File: config.mk
export PLATFORM = sky130hd
export DESIGN_NAME = slru_pick
export DESIGN_NICKNAME = d
export VERILOG_FILES = /design/src/hdl/slru_pkg.sv /design/src/hdl/slru_pick.sv
export SDC_FILE = /design/constraint.sdc
export NUM_CORES = 1
export LEC_CHECK = 0
export BUFFER_PORTS_ARGS = -buffer_cell sky130_fd_sc_hd__buf_2
export CAP_MARGIN = 10
export CORE_MARGIN = 1
export CORE_UTILIZATION = 50
export CTS_BUF_LIST = sky130_fd_sc_hd__clkbuf_4
export DETAILED_ROUTE_END_ITERATION = 8
export GPL_TIMING_DRIVEN = 0
export PLACE_DENSITY = 0.75
export SYNTH_ARGS = -nofsm -noshare
export SYNTH_HDL_FRONTEND = slang
export SYNTH_SLANG_ARGS = --single-unit
File: constraint.sdc
create_clock -name clk -period 6 [get_ports clk]
set_clock_uncertainty 0.05 [all_clocks]
set_input_delay 0.6 -clock clk [delete_from_list [all_inputs] [get_ports clk]]
set_output_delay 0.6 -clock clk [all_outputs]
set_load 0.02 [all_outputs]
File: src/hdl/slru_pkg.sv
// Package for the segmented-LRU replacement block: transfer types and fixed codes.
`default_nettype none
package slru_pkg;

	localparam int SET_IDX_W = 6;
	localparam int WAY_IDX_W = 4;
	localparam int NOW_W     = 32;

	localparam logic ACT_VICTIM = 1'b0;
	localparam logic ACT_UPDATE = 1'b1;

	typedef struct packed {
		logic                 action;
		logic [SET_IDX_W-1:0] set_index;
		logic [WAY_IDX_W-1:0] way_index;
		logic                 was_hit;
		logic [NOW_W-1:0]     now;
	} slru_req_t;

	typedef struct packed {
		logic [WAY_IDX_W-1:0] victim_way;
		logic                 fallback_used;
	} slru_rsp_t;

	typedef struct packed {
		logic take_en;
		logic first;
	} slru_pick_ctl_t;

endpackage
`default_nettype wire

File: src/hdl/slru_pick.sv
// Shared compare unit that keeps the best victim candidate seen during a set scan.
`default_nettype none
module slru_pick
	import slru_pkg::*;
#(
	parameter int LVL_W      = 2,
	parameter int STAMP_BITS = 32,
	parameter int WAY_W      = 4
) (
	input  wire logic                  clk,
	input  wire slru_pick_ctl_t        ctl,
	input  wire logic [LVL_W-1:0]      lvl,
	input  wire logic [STAMP_BITS-1:0] stamp,
	input  wire logic [WAY_W-1:0]      way,
	output logic      [WAY_W-1:0]      best_way,
	output logic      [LVL_W-1:0]      best_lvl
);

	logic [STAMP_BITS-1:0] best_stamp_q;
	logic [LVL_W-1:0]      best_lvl_q;
	logic [WAY_W-1:0]      best_way_q;
	logic                  better;

	// Level first, then age; a strict compare keeps the lower way on a tie.
	assign better = ctl.first || ({lvl, stamp} < {best_lvl_q, best_stamp_q});

	always_ff @(posedge clk) begin
		if (ctl.take_en && better) begin
			best_lvl_q   <= lvl;
			best_stamp_q <= stamp;
			best_way_q   <= way;
		end
	end

	assign best_way = best_way_q;
	assign best_lvl = best_lvl_q;

endmodule
`default_nettype wire

After elaboration in Yosys (flattened, before gate mapping)
Cells that the tools add are included.

operators by class
  magnitude comparators = 1
  reductions and logical operators = 2

operators with widths
  kind                 count
  $lt A34 B34 Y1       1
  $logic_and A1 B1 Y1  1
  $logic_or A1 B1 Y1   1

storage, ports and cells
  flip-flop bits (word level) = 38
  input port bits = 41
  output and inout port bits = 6
  logic and storage cells = 6

Depth between registers and ports, before layout
Gate-level depths: netlist of run 1.

  depth after elaboration = 3
  depth in mapped cells = 7
  depth with buffers taken out = 7

Worst setup path after synthesis of run 1
OpenSTA, ideal clock, no wires.

  path type = input to register
  start = input stamp[21]
  end = register best_lvl_q[0] (netlist: best_lvl[0]) (enable)
  library setup time = 0.393 ns
  arrival = 2.697 ns
  required time = 5.557 ns
  path slack = 2.860 ns
  stages = 6
  buffers on the path = 0
  cell sequence = ha_1 > a21oi_1 > o21ai_1 > a221o_1 > a2111oi_0 > o211a_1

on the way
  word-level cells in the longest chain between the ends = 3

RTL lines
  item                  line             text
  start, declared       slru_pick.sv:13  input wire logic [STAMP_BITS-1:0] stamp,
  $lt A34 B34 Y1        slru_pick.sv:25  assign better = ctl.first || ({lvl, stamp} < {best_lvl_q, best_stamp_q});
  $logic_or A1 B1 Y1    slru_pick.sv:25
  $logic_and A1 B1 Y1   slru_pick.sv:28  if (ctl.take_en && better) begin
  end signal, assigned  slru_pick.sv:29  best_lvl_q <= lvl;
  end, declared         slru_pick.sv:20  logic [LVL_W-1:0] best_lvl_q;

Every way passes these cells.
A chain may end at the register's enable or synchronous reset.

Final worst setup path of run 1
  start = register best_stamp_q[21]
  end = register best_stamp_q[23] (enable)

on the way
  word-level cells in the longest chain between the ends = 3

RTL lines
  item                    line             text
  start, declared         slru_pick.sv:19  logic [STAMP_BITS-1:0] best_stamp_q;
  start signal, assigned  slru_pick.sv:30  best_stamp_q <= stamp;
  $lt A34 B34 Y1          slru_pick.sv:25
  $logic_or A1 B1 Y1      slru_pick.sv:25
  $logic_and A1 B1 Y1     slru_pick.sv:28

Every way passes these cells.

==> results of run 1 <==
state kept, by name (all words and copies together) (netlist names):
register,flops
best_way,4
best_lvl,2
best_stamp_q,32
layer usage:
| metal | GRT usage | vias up | routed length, um |
|---|---|---|---|
| met1 | 0.217 | 608 | 1470 |
| met4 | 0.0583 | 0 | 38 |
| met3 | 0.0528 | 6 | 193 |
| met5 | 0 | - | 0 |
| met2 | 0.324 | 39 | 1720 |
| li1 | - | 678 | - |
placed cells by master (no fill, tap or decap):
master,count
inv_1,34
a21oi_1,15
o21ai_1,2
o21ai_0,2
o211a_1,1
buf_2,46
buf_16,1
a21boi_0,1
nand4_1,8
nand2b_1,1
clkbuf_4,6
nand3_1,3
nor2_1,3
nor4b_2,1
or4_4,1
a2111oi_0,1
o41ai_1,1
a21o_1,2
a22o_1,1
ha_1,33
clkinv_2,1
clkinv_1,1
nand2_1,6
a221o_1,1
edfxtp_1,38
nor4_1,1
report_power, final:
| group | switching (mW) | leakage, nW | total (mW) | internal, mW |
|---|---|---|---|---|
| logic | 0.0503 | 0.727 | 0.0888 | 0.0384 |
| registers | 0.00447 | 0.366 | 0.319 | 0.314 |
| clock network | 0.0793 | 0.0331 | 0.128 | 0.0485 |
kinds of logic after synthesis:
kind of cell,count (synthesis),synth area share
flops,38,0.575
compound gates,27,0.0827
simple gates,24,0.0694
fa+ha+maj,33,0.208
buf+inv,34,0.0644
critical path, stage by stage, from the launching register on:
cell	delay (ns)
edfxtp_1	0.40
inv_1	0.07
ha_1	0.24
a21oi_1	0.15
o21ai_1	0.09
a221o_1	0.36
a2111oi_0	0.46
o211a_1	0.73
buf_16	0.24
area by class of cell:
class / instances / area share
Clock inverter: 2 / 0.00372
Multi-Input combinational cell: 84 / 0.303
Timing Repair Buffer: 47 / 0.109
Tap cell: 48 / 0.0255
Sequential cell: 38 / 0.485
Inverter: 34 / 0.0542
Clock buffer: 6 / 0.0191
per-stage QoR:
| stage | cell area (um2) | util | instances |
|---|---|---|---|
| floorplan | 1980 | - | 156 |
| global placement | 2270 | 0.607 | 250 |
| detailed placement | 2300 | 0.615 | 251 |
| CTS | 2350 | 0.629 | 259 |
| global route | 2350 | 0.629 | 259 |
| finish | 2350 | 0.629 | 259 |
final timing paths:
check                   start          endpoint  slack (ns)  cells after the start
max          best_stamp_q[21]  best_stamp_q[23]        2.91                      8
min                    way[1]       best_way[1]        0.38                      1
max reg2reg  best_stamp_q[21]  best_stamp_q[23]        2.91                      8
min reg2reg  best_stamp_q[17]  best_stamp_q[17]        1.34                      4
==> flow_summary.yaml, run 1 <==
route:
  drc: 0
  wl_um: 3420
  drt_iter0_drc: 51
  num_vias: 1331
  routedWlPerCell_um: 13.2
  via_per_inst: 5.14
  detail-route-antenna-nets: 0
  firstDrtPassIters: 4
yosys:
  yosysMostFrequentCell: "edfxtp_1"
  async_flop_share: 0
  ys_types: 21
  netlist_instances: 156
  avgSynthCellArea_um2: 12.7
  synth_commonest_cells: "edfxtp_1, inv_1, ha_1, a21oi_1, nand4_1"
  synth_edf_count: 38
  ys_seq_elements: 38
  yosys_warnings: 0
  yosys.area.top_type: "edfxtp_1"
  synth_area_leaders: "edfxtp_1, ha_1, inv_1"
  synthFlopType: "edfxtp_1"
  synth.top_cell.area_share: 0.575
  netlist_area_um2: 1980
  syn_nets: 230
  seq_area_frac_synth: 0.575
place:
  dp_hpwl_um: 2800
  io_buffers: 46
  gp_congestion: 0.798
  dpl_worst_slack_ns: 2.54
finish:
  fin_nets: 284
  num_antenna_cells: 0
  drive_gt1_frac: 0.265
  area_delta_synth_final_pct: 18.7
  multi_input_area_um2: 714
  regArea_um2: 1140
  fillers: 312
grt:
  antenna_found_initial: 0
  overflow: 0
  grt_pass1_wl_um: 5780
  grt_pass1_vias: 1364
  grt_max_degree: 21
  grt_use_total: 0.185
die:
  initial_core_util: 0.530
  die_area_um2: 4220
  io_pins: 47
  fp.dieW_um: 65.0
  rows: 22
  core-area_um2: 3740
  die_h_um: 65.0
pwr:
  p_leak_nw: 1.13
  peakVddDrop_mv: 0.138
  powerDensity_nw_per_um2: 227
  p_total_uw: 535
timing:
  drv_slew: 0
  tns_ns: 0
  worst_slack_ns: 2.91
  slew_headroom: 0.470
  rsz0062_at_grt: "no"
  fin_crit_sh: 0.515
  hold_viol_final: 0
  setup_viol: 0
  max_freq_mhz: 324
  min_period_ns: 3.09
  tightest_slew_ns: 0.795
  hold_ws_ns: 0.378
clocking:
  clk-insertion-delay-late_ns: 0.34
  cts_max_level: 2
  cts_resized: 0
  cts_made_buffers: 5
  cts_root_buffer: "clkbuf_4"
  cts_setup_buffers: 0
  postCtsHoldBufs: 0
  cts_tree: "yes"
  clockBufferDepth: 2
  cts.clk_slew.worst_paths_ns: 0.11
  clock_sinks: 38
worst_setup_path:
  worstPathMaxFanout: 20
  required_ns: 6.01
  startpoint_type: "register"
  worstSetupPathType: "reg2reg"
  cp.arrival_ns: 3.10
  crit_path_end_kind: "register"
status:
  status: "complete, no violations"
job:
  drv_cap: 0
min_path:
  holdCritPathClass: "in2reg"
No activity file was read; power rests on OpenSTA's default activity.
==> inputs of run 2 (changes only) <==
PLACE_DENSITY = 0.78   (was 0.75)
clock period = 2.7 ns   (was 6 ns; I/O delays follow)
==> flow_summary.yaml, run 2 (synthesis results as in run 1) <==
pwr:
  comb_power_share: 0.145
  p_leak_nw: 1.15
  peakVddDrop_mv: 0.386
  switching_share: 0.226
  powerDensity_nw_per_um2: 569
  intPower_mw: 1.07
  p_clk_frac: 0.343
  power.switching_uw: 312
  p_total_mw: 1.38
  seqPwrFrac: 0.512
die:
  initial_core_util: 0.530
  die_area_um2: 4220
  io_pins: 47
  core-area_um2: 3740
  fp.dieW_um: 65.0
  rows: 22
  die_h_um: 65.0
worst_setup_path:
  cp-startpoint: "best_lvl[1]"
  r2r_setup_slack_ns: 0.13
  required_ns: 2.73
  reg2reg_depth: 7
  r2r_start: "best_lvl[1]"
  cp.arrival_ns: 2.60
  crit_path_end_kind: "register"
  startpoint_type: "register"
  worstSetupPathType: "reg2reg"
  worstPathMaxFanout: 19
route:
  drc: 0
  routedWlPerCell_um: 12.8
  detail-route-antenna-nets: 0
  drt_iter0_drc: 69
  wl_um: 3300
  num_vias: 1328
  via_per_inst: 5.13
  firstDrtPassIters: 4
timing:
  slew_headroom: 0.554
  max_freq_mhz: 389
  setup_viol: 0
  worst_slack_ns: 0.128
  rsz0062_at_grt: "no"
  min_period_ns: 2.57
  fin_crit_sh: 0.953
  drv_slew: 0
  hold_viol_final: 0
  tightest_slew_ns: 0.661
finish:
  num_antenna_cells: 0
  final_common_cell: "buf_2"
  drive_gt1_frac: 0.275
  largest_register_ffs: 32
  area_delta_synth_final_pct: 22.4
  fin_nets: 284
  most-common-layout-cells: "buf_2, edfxtp_1, inv_1, ha_1, a21oi_1"
  final_core_util: 0.648
  fin_cells: 259
  final_area_um2: 2430
  top_register: "best_stamp_q"
place:
  dp_hpwl_um: 2510
  gp_congestion: 0.776
  place_inst: 250
  io_buffers: 46
  dpl_worst_slack_ns: -0.523
  placed_cell_area_um2: 2270
min_path:
  holdCritPathClass: "in2reg"
  holdPathStages: 1
  hp-start: "way[2]"
clocking:
  clk-insertion-delay-late_ns: 0.34
  cts_root_buffer: "clkbuf_4"
  postCtsHoldBufs: 0
  cts_made_buffers: 5
  cts_setup_buffers: 0
  cts_max_level: 2
  clock_sinks: 38
  clockBufferDepth: 2
  cts.clk_slew.worst_paths_ns: 0.12
  cts_tree: "yes"
job:
  drv_cap: 0
grt:
  overflow: 0
  grt_max_degree: 20
  grt_use_total: 0.173
  antenna_found_initial: 0
  grt_pass1_wl_um: 5440
  grt_pass1_vias: 1253
status:
  status: "complete, no violations"
run 2: final timing paths:
kind,to
setup / recovery,best_stamp_q[30]
hold / removal,best_way[2]
setup reg to reg,best_stamp_q[30]
hold reg to reg,best_stamp_q[11]
run 2: metal layers:
metal  wire (um)  vias to the layer above  part of all wire  global-route usage
li1            -                      680                 -                   -
met1        1530                      604              0.46               0.223
met2        1610                       39              0.49               0.285
met3         136                        5             0.041              0.0387
met4          26                        0            0.0079              0.0583
met5           0                        -                 0                   0
run 2: power by group through the flow:
stage	clock network (mW)	registers (mW)	logic, mW
5_1_grt	0.504	0.712	0.229
4_1_cts	0.486	0.708	0.198
3_5_place_dp	0	0.723	0.187
3_3_place_gp	0	0.721	0.181
2_1_floorplan	0	0.728	0.107
6_report	0.473	0.707	0.201
run 2: layout make-up:
| type | instances | area, um2 |
|---|---|---|
| fill | 305 | 1320 |
| inverter | 34 | 128 |
| timing repair buffer | 46 | 230 |
| clock inverter | 3 | 63.8 |
| tap | 48 | 60.1 |
| clock buffer | 5 | 37.5 |
| multi-input combinational | 85 | 767 |
| sequential | 38 | 1140 |
run 2: timing repair:
action                     in CTS  in global routing
gates resized for setup         4                  2
hold endpoints to repair        0                  0
setup endpoints to repair      38                 38
pin swaps                       1                  2
cloned                          1                  0
run 2: worst max-delay path, stage by stage (launching register included):
cell and delay [ns]:
edfxtp_1 0.36, inv_1 0.04, ha_1 0.30, nand4_1 0.16, or4_4 0.59, nor4b_4 0.36
a2111oi_4 0.09, o211a_4 0.35
run 2: per-stage QoR:
stage               hold WS [ns]  TNS, ns
finish                    0.0472        0
global route              0.0212        0
CTS                       0.0264        0
detailed placement         0.399   -19.84
global placement           0.398   -18.27
floorplan                  0.319        0
==> inputs of run 3 (changes only) <==
CELL_PAD_IN_SITES_DETAIL_PLACEMENT = 2   (was not set)
CELL_PAD_IN_SITES_GLOBAL_PLACEMENT = 2   (was not set)
CORE_UTILIZATION = 33   (was 50)
PLACE_DENSITY = not set   (was 0.78)
PLACE_DENSITY_LB_ADDON = 0.1   (was not set)
==> flow_summary.yaml, run 3 (synthesis results as in run 1) <==
die:
  rows: 27
  io_pins: 47
  die_area_um2: 6320
  initial_core_util: 0.352
  fp.dieW_um: 79.5
  die_h_um: 79.5
  core-area_um2: 5640
grt:
  grt_use_total: 0.161
  grt_max_degree: 20
  grt_pass1_wl_um: 7580
  grt_pass1_vias: 1647
  overflow: 0
  antenna_found_initial: 1
finish:
  area_delta_synth_final_pct: 25.2
  fillers: 594
  top_register: "best_stamp_q"
  final_core_util: 0.440
  num_antenna_cells: 0
  drive_gt1_frac: 0.293
  final_common_cell: "buf_2"
  largest_register_ffs: 32
  fin_nets: 288
  most-common-layout-cells: "buf_2, edfxtp_1, inv_1, ha_1, a21oi_1"
timing:
  setup_viol: 0
  tightest_slew_ns: 0.576
  hold_viol_final: 0
  slew_headroom: 0.612
  tns_ns: 0
  fin_crit_sh: 0.957
  max_freq_mhz: 387
  min_period_ns: 2.58
  drv_slew: 0
clocking:
  clock_sinks: 38
  cts.clk_slew.worst_paths_ns: 0.12
  clk-insertion-delay-late_ns: 0.34
  cts_tree: "yes"
  postCtsHoldBufs: 0
  clockBufferDepth: 2
  cts_made_buffers: 5
  cts_max_level: 2
  cts_root_buffer: "clkbuf_4"
route:
  firstDrtPassIters: 4
  routed.top_layer: "met5"
  via_per_inst: 5.01
  drc: 0
  drt_iter0_drc: 43
  met2_length_um: 2660
  num_vias: 1437
  dr_wl_met3_um: 203
  wl_met1_um: 1830
  routedWlPerCell_um: 16.7
  wl_um: 4790
  detail-route-antenna-nets: 0
pwr:
  power.switching_uw: 328
  powerDensity_nw_per_um2: 498
  switching_share: 0.265
  p_clk_frac: 0.235
  comb_power_share: 0.191
  peakVddDrop_mv: 0.209
  p_total_mw: 1.24
  p_leak_nw: 1.16
  intPower_uw: 909
  seqPwrFrac: 0.574
worst_setup_path:
  worstSetupPathType: "reg2reg"
  worstPathMaxFanout: 3
  crit_path_end_kind: "register"
  startpoint_type: "register"
  cp.arrival_ns: 2.61
  required_ns: 2.73
status:
  status: "complete, no violations"
place:
  gp_congestion: 0.747
  io_buffers: 46
  dp_hpwl_um: 3560
job:
  drv_cap: 0
min_path:
  holdCritPathClass: "in2reg"
==> run 3: cell count changes in the layout (fill, tap and decap cells not counted), sizes merged <==
cell,previous run,this run
o211a,2,3
clkinv,1,2
buf,46,49
clkbuf,5,6
bufinv,2,0
==> run 3: worst max-delay path, stage by stage (launching register included) <==
cell and delay (ns):
edfxtp_1 0.39, inv_1 0.07, ha_1 0.26, a21oi_1 0.17
o21ai_1 0.10, a221o_1 0.40, a2111oi_4 0.47, o211a_4 0.26
buf_4 0.14
==> run 3: final timing paths <==
path,from,endpoint,slack [ns],cells past startpoint
worst min register to register,best_stamp_q[17],best_stamp_q[3],1.06,4
worst max-delay path,best_stamp_q[21],best_stamp_q[4],0.12,8
worst min-delay path,way[2],best_way[2],0.06,1
worst max register to register,best_stamp_q[21],best_stamp_q[4],0.12,8
==> run 3: layout make-up <==
class / count / area [um2] / area share
sequential: 38 / 1140 / 0.460
multi-input combinational: 86 / 792 / 0.319
timing repair buffer: 49 / 278 / 0.112
inverter: 34 / 128 / 0.0514
tap: 72 / 90.1 / 0.0363
clock buffer: 6 / 45.0 / 0.0181
clock inverter: 2 / 8.76 / 0.00353
==> run 3: repair_timing <==
item / 4_1_cts / 5_1_grt
endpoints found under the setup margin: 38 / 38
setup buffers: 0 / 3
cloned: 1 / 1
gates resized for setup: 4 / 4
pin swaps: 1 / 5
==> run 3: layer usage <==
layer | vias up | GRT usage
met3 | 10 | 0.0343
met4 | 2 | 0.0600
met5 | - | 0
met1 | 704 | 0.167
li1 | 692 | -
met2 | 29 | 0.310
==> run 3: power groups by stage <==
| stage | logic (mW) | registers (mW) | clock network, mW |
|---|---|---|---|
| final | 0.236 | 0.710 | 0.291 |
| after global routing | 0.267 | 0.714 | 0.330 |
| after CTS | 0.215 | 0.711 | 0.304 |
| after detailed placement | 0.204 | 0.725 | 0 |
| after global placement | 0.184 | 0.721 | 0 |
| after floorplan | 0.107 | 0.728 | 0 |
==> run 3: metrics by stage <==
step	instance area [um2]	cells	hold slack (ns)	setup WS, ns
4_1_cts	2390	283	0.0428	0.00303
3_3_place_gp	2300	274	0.397	-0.448
6_report	2480	287	0.0595	0.117
2_1_floorplan	1980	156	0.319	0.0229
5_1_grt	2480	287	0.0250	-0.00233
3_5_place_dp	2300	274	0.399	-0.485
